### config.mk
export PLATFORM = sky130hd
export DESIGN_NAME = tdmcu_div
export DESIGN_NICKNAME = d
export VERILOG_FILES = /design/src/hdl/tdmcu_pkg.sv /design/src/hdl/tdmcu_div.sv
export SDC_FILE = /design/constraint.sdc
export NUM_CORES = 1
export LEC_CHECK = 0
export ABC_CLOCK_PERIOD_IN_PS = 2750
export BUFFER_PORTS_ARGS = -buffer_cell sky130_fd_sc_hd__clkbuf_2
export CORE_MARGIN = 10
export CORE_UTILIZATION = 56
export CTS_BUF_LIST = sky130_fd_sc_hd__clkbuf_8
export DETAILED_ROUTE_END_ITERATION = 6
export PLACE_DENSITY = 0.81
export RECOVER_POWER = 100
export SLEW_MARGIN = 20
export SYNTH_ARGS = -nofsm -noshare
export SYNTH_HDL_FRONTEND = slang
export SYNTH_SLANG_ARGS = --single-unit
### constraint.sdc
create_clock -name clk -period 2.75 [get_ports clk]
set_input_delay 0.1375 -clock clk [delete_from_list [all_inputs] [get_ports clk]]
set_output_delay 0.1375 -clock clk [all_outputs]
set_load 0.01 [all_outputs]
### src/hdl/tdmcu_pkg.sv
// Shared constants and types for the TDM channel usage counter.
`timescale 1ns / 1ps
`default_nettype none
package tdmcu_pkg;

  // Ratio choices per direction and the bin memory built from them
  localparam int NUM_RATIOS  = 256;
  localparam int MAX_SIGNALS = 4096;
  localparam int RATIO_W     = $clog2(NUM_RATIOS);
  localparam int ADDR_W      = RATIO_W + 1;
  localparam int BIN_DEPTH   = 2 ** ADDR_W;

  // Field widths
  localparam int IDX_W   = 8;
  localparam int LIMIT_W = 16;
  localparam int COUNT_W = 13;
  localparam int USAGE_W = 14;

  // Count saturation point: the smaller of MAX_SIGNALS and the 13-bit maximum
  localparam int COUNT_MAX = 2 ** COUNT_W - 1;
  localparam int COUNT_CAP = (MAX_SIGNALS < COUNT_MAX) ? MAX_SIGNALS : COUNT_MAX;
  localparam int USAGE_MAX = 2 ** USAGE_W - 1;

  // Divider: dividend is ceil(count/8) + k - 1, quotient as wide
  localparam int DIVD_W = 12;

  typedef struct packed {
    logic                start;
    logic [DIVD_W-1:0]   dividend;
    logic [RATIO_W-1:0]  divisor;
  } div_req_t;

  typedef struct packed {
    logic                done;
    logic [DIVD_W-1:0]   quotient;
  } div_rsp_t;

endpackage
`default_nettype wire

### src/hdl/tdmcu_div.sv
// Restoring divider, one quotient bit per cycle.
`timescale 1ns / 1ps
`default_nettype none
module tdmcu_div
  import tdmcu_pkg::*;
(
  input  wire logic     clk,
  input  wire logic     rst_n,
  input  wire div_req_t req,
  output div_rsp_t      rsp
);

  localparam int CNT_W = $clog2(DIVD_W + 1);

  logic [DIVD_W-1:0]  quo_r;
  logic [RATIO_W-1:0] rem_r;
  logic [RATIO_W-1:0] dvs_r;
  logic [CNT_W-1:0]   cnt_r;
  logic               busy_r;
  logic               done_r;

  logic [RATIO_W:0]   trial;
  logic               fits;
  logic [RATIO_W:0]   diff;

  // One trial subtract per cycle
  always_comb begin
    trial = {rem_r, quo_r[DIVD_W-1]};
    fits  = (trial >= {1'b0, dvs_r});
    diff  = trial - {1'b0, dvs_r};
  end

  // Control
  always_ff @(posedge clk) begin
    if (!rst_n) begin
      busy_r <= 1'b0;
      done_r <= 1'b0;
      cnt_r  <= '0;
    end else begin
      done_r <= 1'b0;
      if (req.start) begin
        busy_r <= 1'b1;
        cnt_r  <= CNT_W'(DIVD_W);
      end else if (busy_r) begin
        cnt_r <= cnt_r - 1'b1;
        if (cnt_r == CNT_W'(1)) begin
          busy_r <= 1'b0;
          done_r <= 1'b1;
        end
      end
    end
  end

  // Datapath
  always_ff @(posedge clk) begin
    if (req.start) begin
      quo_r <= req.dividend;
      rem_r <= '0;
      dvs_r <= req.divisor;
    end else if (busy_r) begin
      quo_r <= {quo_r[DIVD_W-2:0], fits};
      rem_r <= fits ? diff[RATIO_W-1:0] : trial[RATIO_W-1:0];
    end
  end

  assign rsp.done     = done_r;
  assign rsp.quotient = quo_r;

endmodule
`default_nettype wire

## After elaboration in Yosys (flattened, before gate mapping)

Cells that the tools add are included.

| storage, ports and cells | value |
|---|---|
| ROM bits | 0 |
| bits of input ports | 23 |
| memories kept | 0 |
| RAM bits | 0 |
| output and inout port bits | 13 |
| word-level logic and storage cells | 25 |
| bits in registers | 34 |
| bits in latches | 0 |

| cells by class | value |
|---|---|
| shift-type cells | 0 |
| bitwise operators | 2 |
| mux-type cells | 9 |
| div/mod/pow operators | 0 |
| multipliers | 0 |
| reductions and logical operators | 3 |
| add/sub/neg operators | 2 |
| order comparisons | 1 |
| equal/unequal tests | 1 |

Operators by type and width:

| cell | number |
|---|---|
| 12-bit two-way mux | 2 |
| 9-bit by 8-bit >= comparator with 1-bit output | 1 |
| 4-bit two-way mux | 2 |
| 8-bit two-way mux | 1 |
| 8-bit subtractor | 1 |
| 4-bit by 1-bit == test with 1-bit output (second input constant) | 1 |
| 1-bit two-way mux | 4 |
| 4-bit by 1-bit subtractor with 4-bit output (second input constant) | 1 |
| 3-bit OR reduction | 1 |
| 1-bit inverter | 2 |
| 2-bit nonzero test | 1 |
| 2-bit OR reduction | 1 |

## Longest topological paths before layout

Gate-level depths: netlist of run 1.

| logic depth | value |
|---|---|
| word-level depth | 4 |
| mapped depth | 8 |
| gate-level depth less buffers | 8 |

## Least setup slack after synthesis of run 1

OpenSTA, ideal clock, no wires.

| timing path | value |
|---|---|
| path type | register to register |
| start point | reg dvs_r[4] |
| end point | reg quo_r[0] (data pin) |
| arrival | 1.629 ns |
| stages on the path, launching flop included | 8 |
| path slack | 0.861 ns |
| clock period less this slack | 1.889 ns |
| path through | edfxtp_1 inv_1 ha_1 a21o_1 a221oi_2 o21ai_2 buf_6 mux2_2 |

| between the ends | value |
|---|---|
| word-level cells in the longest chain between the ends | 3 |

RTL lines:

| what | RTL line | RTL |
|---|---|---|
| start, declared | tdmcu_div.sv:17 | `logic [RATIO_W-1:0] dvs_r;` |
| start signal, assigned | tdmcu_div.sv:59 | `dvs_r <= req.divisor;` |
| 9-bit by 8-bit >= comparator with 1-bit output | tdmcu_div.sv:29 | `fits = (trial >= {1'b0, dvs_r});` |
| 12-bit two-way mux | tdmcu_div.sv:60 | `end else if (busy_r) begin` |
| 12-bit two-way mux | tdmcu_div.sv:56 | `if (req.start) begin` |
| end signal, assigned | tdmcu_div.sv:57 | `quo_r <= req.dividend;` |
| end signal, assigned | tdmcu_div.sv:61 | `quo_r <= {quo_r[DIVD_W-2:0], fits};` |
| end, declared | tdmcu_div.sv:15 | `logic [DIVD_W-1:0] quo_r;` |

No other way between the ends. The select of a mux whose other input is x is not followed.
A chain may end at the register's enable or synchronous reset.

## Worst setup path in the final report of run 1

| timing path | value |
|---|---|
| start point | reg dvs_r[5] |
| end point | reg rem_r[2] |

| between the ends | value |
|---|---|
| word-level cells in the longest chain between the ends | 2 |

RTL lines:

| what | RTL line | RTL |
|---|---|---|
| 9-bit by 8-bit >= comparator with 1-bit output | tdmcu_div.sv:29 |  |
| 8-bit two-way mux | tdmcu_div.sv:62 | `rem_r <= fits ? diff[RATIO_W-1:0] : trial[RATIO_W-1:0];` |
| end signal, assigned | tdmcu_div.sv:62 |  |
| end, declared | tdmcu_div.sv:16 | `logic [RATIO_W-1:0] rem_r;` |

No other way between the ends.

==> results of run 1 <==
==> area by class of cell <==
cell class	instances	share of cell area
sequential	34	0.427
inverter	15	0.0273
multi-input combinational	102	0.389
clock inverter	3	0.0182
clock buffer	5	0.0334
timing repair buffer	36	0.0783
tap	44	0.0267
==> registers in the layout (all words and copies together), names as in the netlist <==
signal	cells
quo_r	12
dvs_r	8
rem_r	8
cnt_r	4
busy_r	1
done_r	1
==> metrics by stage <==
stage	area (µm²)	cells	power [µW]	utilization	worst slack (ps)
3_5_place_dp	1980	231	829	0.653	738
6_report	2060	239	1250	0.681	691
2_1_floorplan	1770	156	760	-	861
3_3_place_gp	1980	231	820	0.653	780
4_1_cts	2080	239	1270	0.688	677
5_1_grt	2060	239	1310	0.681	529
==> power by group through the flow <==
stage / combinational (µW) / sequential (µW) / clock (µW)
floorplan: 138 / 622 / 0
global placement: 202 / 618 / 0
detailed placement: 208 / 620 / 0
CTS: 211 / 610 / 444
global route: 230 / 615 / 462
finish: 205 / 609 / 435
==> cells by family (layout without fill, tap and decap cells) <==
logic type      count (synthesis)  in the layout  share of synthesized area
mux                            17             17                      0.105
fa+ha+maj                      11             11                     0.0820
simple gates                   39             39                      0.103
xor+xnor                        8              8                     0.0396
flops                          34             34                      0.498
buf+inv                        20             59                     0.0495
compound gates                 27             27                      0.124
==> per-layer routing <==
layer	GRT usage	up-vias	part of all wire
li1	-	635	-
met1	0.142	580	0.42
met2	0.211	30	0.49
met3	0.0590	5	0.082
met4	0.0558	0	0.010
met5	0	-	0
==> placed cells by master (no fill, tap or decap), types with 2 or more instances in the layout <==
cell | Yosys | final
nor2_1 | 12 | 12
a211oi_1 | 3 | 3
ha_1 | 10 | 10
a21o_1 | 3 | 3
nand3_1 | 2 | 2
xor2_1 | 4 | 4
o21ai_0 | 4 | 4
edfxtp_1 | 20 | 20
clkbuf_8 | 0 | 5
mux2i_1 | 5 | 5
nor2b_1 | 3 | 3
nand2_1 | 10 | 10
a21oi_1 | 3 | 3
o21a_1 | 2 | 2
mux2_2 | 12 | 12
clkbuf_2 | 0 | 21
or2_2 | 3 | 3
nor3_1 | 3 | 3
a31oi_1 | 2 | 2
xnor2_1 | 4 | 4
clkbuf_1 | 1 | 15
inv_1 | 15 | 17
dfxtp_1 | 14 | 14
nand2b_1 | 4 | 4
==> final timing paths <==
check	start	to	slack [ps]	cells past startpoint
setup / recovery	dvs_r[5]	rem_r[2]	690	7
hold / removal	req[0]	dvs_r[0]	30	1
setup reg to reg	dvs_r[5]	rem_r[2]	690	7
hold reg to reg	rem_r[6]	rem_r[6]	510	2
==> results.ini, run 1 <==
[status]
outcome = completed

[finish]
multi_input_area_um2 = 802
drive_gt1_frac = 0.236
seqCellArea_um2 = 881
fill_cells = 242
n_antenna_cell = 0
area.growth.synth_to_final_pct = 16.5
num-nets-final = 228

[power]
swShare = 0.246
vdd.ir_drop.worst_mv = 0.469
seq_power_share = 0.488
p_per_area_mw_per_mm2 = 606
p_leak_uw = 0.000867
comb_power_share = 0.164
clock_power_share = 0.348
internal-power_uw = 941
p_sw_uw = 308

[sta]
max_freq_mhz = 486
worst_slew_pin_slew_ps = 1360
rsz0062_at_grt = false
final_min_period_over_clock_period = 0.749
setup_viol = 0
min_period_ps = 2060
hold_violations = 0
skew_ps = 4.01
slew_violations = 0
tns_ps = 0
whs_ps = 27.1
relSlewSlack = 0.0961

[cts]
clockBufferDepth = 2
postCtsSetupBuffers = 0
numCtsBuffers = 5
clock_sinks = 34
cts_tree = done
clk-insertion-delay-late_ps = 280
cts_resized = 0
cts-htree-levels = 2
cts_root_buf = clkbuf_8
hold_buffers = 0
clk_pin_slew_worst_paths_ps = 60

[route]
drc = 0
drtAntennaViolNets = 0
wl_per_cell_um = 14.7
drt_wl_total_um = 3520
drt_pre_antenna_iters = 4
drt-initial-drc-count = 66
vias = 1250
via_per_inst = 5.23

[grt]
antenna_found_initial = 0
grt_max_degree = 29
grt_pass1_wl_um = 6290
grt_pass1_vias = 1413
grt.total_usage = 0.130
grt_overflow_total = 0

[critical_path]
crit_chain = inv_1 -> ha_1 -> and3_1 -> nand3_1 -> o21ai_2 -> mux2i_1 -> a211oi_1
critPathBufInv = 1
worstSetupEndpointType = flop
cp-start-kind = flop
required_ps = 2850
critPathMaxStageDelay_ps = 500
crit_family = compound AO/OA/AOI/OAI gates
crit_path_max_fanout = 12
crit_slowest_cell = o21ai_2
cp.arrival_ps = 2160
path_class = flop to flop

[synthesis]
synth_warnings = 0
async_flop_share = 0
yosys_register_bits = 34
synth_area_per_cell_um2 = 11.3
synth_area_leader_cell = edfxtp_1
netlist_top_cells_area = edfxtp_1 34%, dfxtp_1 16%, mux2_2 7.6%
synth_edf_count = 20
netlist_area_mm2 = 0.00177
syn-instance-count = 156
ys_top_cells_by_count = 20 x edfxtp_1, 15 x inv_1, 14 x dfxtp_1, 12 x mux2_2, 12 x nor2_1
yosysSeqAreaShare = 0.498
synth.most_common_cell = edfxtp_1
synth_cell_types = 39
syn_nets = 190
synth_ff_type = edfxtp_1
synth.top_cell.area_share = 0.339

[die]
die-area_mm2 = 0.00581
die_h_um = 76.2
die_w_um = 76.2
ioPinCount = 36
coreArea_mm2 = 0.00303
core.rowCount = 20
initial_utilization = 0.585

[placement]
dp_hpwl_um = 2740
io_buffers = 35
routabilityCongestion = 0.829

[hold_path]
hold_path_class = input pin to flop

[run]
maxCapViolCount = 0

Note: power is estimated with default switching activity, not from simulation.
==> inputs of run 2 (changes only) <==
ABC_CLOCK_PERIOD_IN_PS = 2000   (was 2750)
clock period = 2 ns   (was 2.75 ns; I/O delays follow)
==> results.ini, run 2 (synthesized netlist as in run 1, its figures left out) <==
[sta]
skew_ps = 5.65  ; was 4.01 ps
relSlewSlack = 0.669  ; was 0.0961
tns_ps = 0  ; unchanged
worst_slew_pin_slew_ps = 494  ; was 1360 ps
slew_violations = 0  ; unchanged
min_period_ps = 2000  ; was 2060 ps
final_min_period_over_clock_period = 1.00  ; was 0.749
rsz0062_at_grt = true  ; was false
whs_ps = 73.0  ; was 27.1 ps
setup_viol = 0  ; unchanged
max_freq_mhz = 500  ; was 486 MHz
hold_violations = 0  ; unchanged

[critical_path]
crit_chain = inv_2 -> ha_4 -> a21o_1 -> a221oi_4 -> o21ai_4 -> buf_4 -> mux2i_1 -> o21ai_0  ; was inv_1 -> ha_1 -> and3_1 -> nand3_1 -> o21ai_2 -> mux2i_1 -> a211oi_1
worstSetupEndpointType = flop  ; unchanged
crit_slowest_cell = a221oi_4  ; was o21ai_2
rr_endpoint = rem_r[3]  ; was rem_r[2]
cp.arrival_ps = 2170  ; was 2160 ps
required_ps = 2170  ; was 2850 ps
cp-start-kind = flop  ; unchanged
crit_path_max_fanout = 5  ; was 12
path_class = flop to flop  ; unchanged
r2r_start = dvs_r[6]  ; was dvs_r[5]
r2r_cells = 8  ; was 7
r2r_slack_ps = 0.7  ; was 690 ps
critPathMaxStageDelay_ps = 420  ; was 500 ps

[cts]
clock_sinks = 34  ; unchanged
clk-insertion-delay-late_ps = 280  ; about the same
numCtsBuffers = 5  ; unchanged
cts_tree = done  ; unchanged
clockBufferDepth = 2  ; unchanged
cts-htree-levels = 2  ; unchanged
cts_root_buf = clkbuf_8  ; unchanged
clk_pin_slew_worst_paths_ps = 60  ; about the same

[grt]
antenna_found_initial = 0  ; unchanged
grt.total_usage = 0.139  ; was 0.130
grt_max_degree = 29  ; unchanged
grt_pass1_vias = 1520  ; was 1413
grt_pass1_wl_um = 6650  ; was 6290 µm
grt_overflow_total = 0  ; unchanged

[die]
die_h_um = 76.2  ; unchanged
core.rowCount = 20  ; unchanged
die-area_mm2 = 0.00581  ; unchanged
coreArea_mm2 = 0.00303  ; unchanged
die_w_um = 76.2  ; unchanged
ioPinCount = 36  ; unchanged
initial_utilization = 0.585  ; unchanged

[finish]
largest_reg_flops = 12  ; unchanged
layout_common_cells = 35 x clkbuf_2, 20 x edfxtp_1, 16 x inv_1  ; was 21 x clkbuf_2, 20 x edfxtp_1, 17 x inv_1
largest-register = quo_r  ; unchanged
num-nets-final = 242  ; was 228
drive_gt1_frac = 0.349  ; was 0.236
fill_cells = 207  ; was 242
area.growth.synth_to_final_pct = 27.1  ; was 16.5%
final_common_cell = clkbuf_2  ; unchanged
top_regs = quo_r (12), dvs_r (8), rem_r (8)  ; unchanged
n_antenna_cell = 0  ; unchanged

[route]
drc = 0  ; unchanged
via_per_inst = 5.31  ; was 5.23
drt_wl_total_um = 4050  ; was 3520 µm
wl_per_cell_um = 16.0  ; was 14.7 µm
drt-initial-drc-count = 51  ; was 66
drt_pre_antenna_iters = 4  ; unchanged
vias = 1344  ; was 1250
drtAntennaViolNets = 0  ; unchanged

[hold_path]
hold_depth = 2  ; was 1
min_from = rst_n  ; was req[0]
whs_endpoint = cnt_r[2]  ; was dvs_r[0]
hold_path_class = input pin to flop  ; unchanged

[placement]
dp_hpwl_um = 2910  ; was 2740 µm
io_buffers = 35  ; unchanged
routabilityCongestion = 0.797  ; was 0.829

[power]
p_leak_uw = 0.000970  ; was 0.000867 µW
vdd.ir_drop.worst_mv = 0.663  ; was 0.469 mV
p_per_area_mw_per_mm2 = 743  ; was 606 mW/mm²

[run]
maxCapViolCount = 0  ; unchanged

[status]
outcome = completed  ; unchanged

==> run 2: report_power, final <==
part | switching, µW | leakage (µW) | internal (µW) | total [µW]
clock | 224 | 0.0000538 | 270 | 494
combinational | 177 | 0.000602 | 164 | 341
sequential | 33.7 | 0.000314 | 804 | 838
total | 434 | 0.000970 | 1240 | 1670
==> run 2: metal layers <==
metal | GRT usage | share of wire
met1 | 0.143 | 0.40
met2 | 0.234 | 0.50
met5 | 0 | 0
met3 | 0.0637 | 0.078
met4 | 0.0669 | 0.024
==> run 2: how the worst max path moves through the flow <==
stage	startpoint	to	slack, ps	cells after the start
2_1_floorplan	dvs_r[4]	quo_r[0]	110	7
3_3_place_gp	dvs_r[7]	rem_r[1]	90	7
3_5_place_dp	dvs_r[6]	rem_r[1]	-40	7
4_1_cts	dvs_r[6]	quo_r[0]	2	6
5_1_grt	dvs_r[6]	rem_r[6]	-60	8
6_report	dvs_r[6]	rem_r[3]	0.7	8
==> run 2: stage by stage <==
stage	power, µW	utilization	instance area (µm²)	cells	setup WS [ps]
global placement	1130	0.660	2000	234	88.0
detailed placement	1150	0.660	2000	234	-40.1
CTS	1670	0.724	2190	252	1.99
finish	1670	0.743	2250	253	0.723
floorplan	1040	-	1770	156	111
global route	1760	0.743	2250	253	-57.1
==> run 2: area by class of cell <==
cell class                 instances  area [µm²]  area share
clock buffer                       6        82.6      0.0367
clock inverter                     2        7.51     0.00334
inverter                          15        56.3      0.0250
multi-input combinational        103         868       0.386
sequential                        34         881       0.391
tap                               44        55.1      0.0245
timing repair buffer              49         300       0.133
==> run 2: critical path, delay by kind of cell, from the launching register on <==
kind / cells / cell delay, ps
adders and majority gates: 1 / 210
AOI/OAI and AO/OA: 4 / 880
buffers and inverters: 2 / 250
DFF: 1 / 390
muxes: 1 / 150
==> run 2: timing repair <==
item | 4_1_cts | 5_1_grt
cloned | 0 | 1
endpoints found under the hold margin | 8 | 0
hold buffers | 8 | 0
resized for setup | 1 | 9
setup buffers | 2 | 0
pin swaps | 0 | 3
setup endpoints to repair | 6 | 8
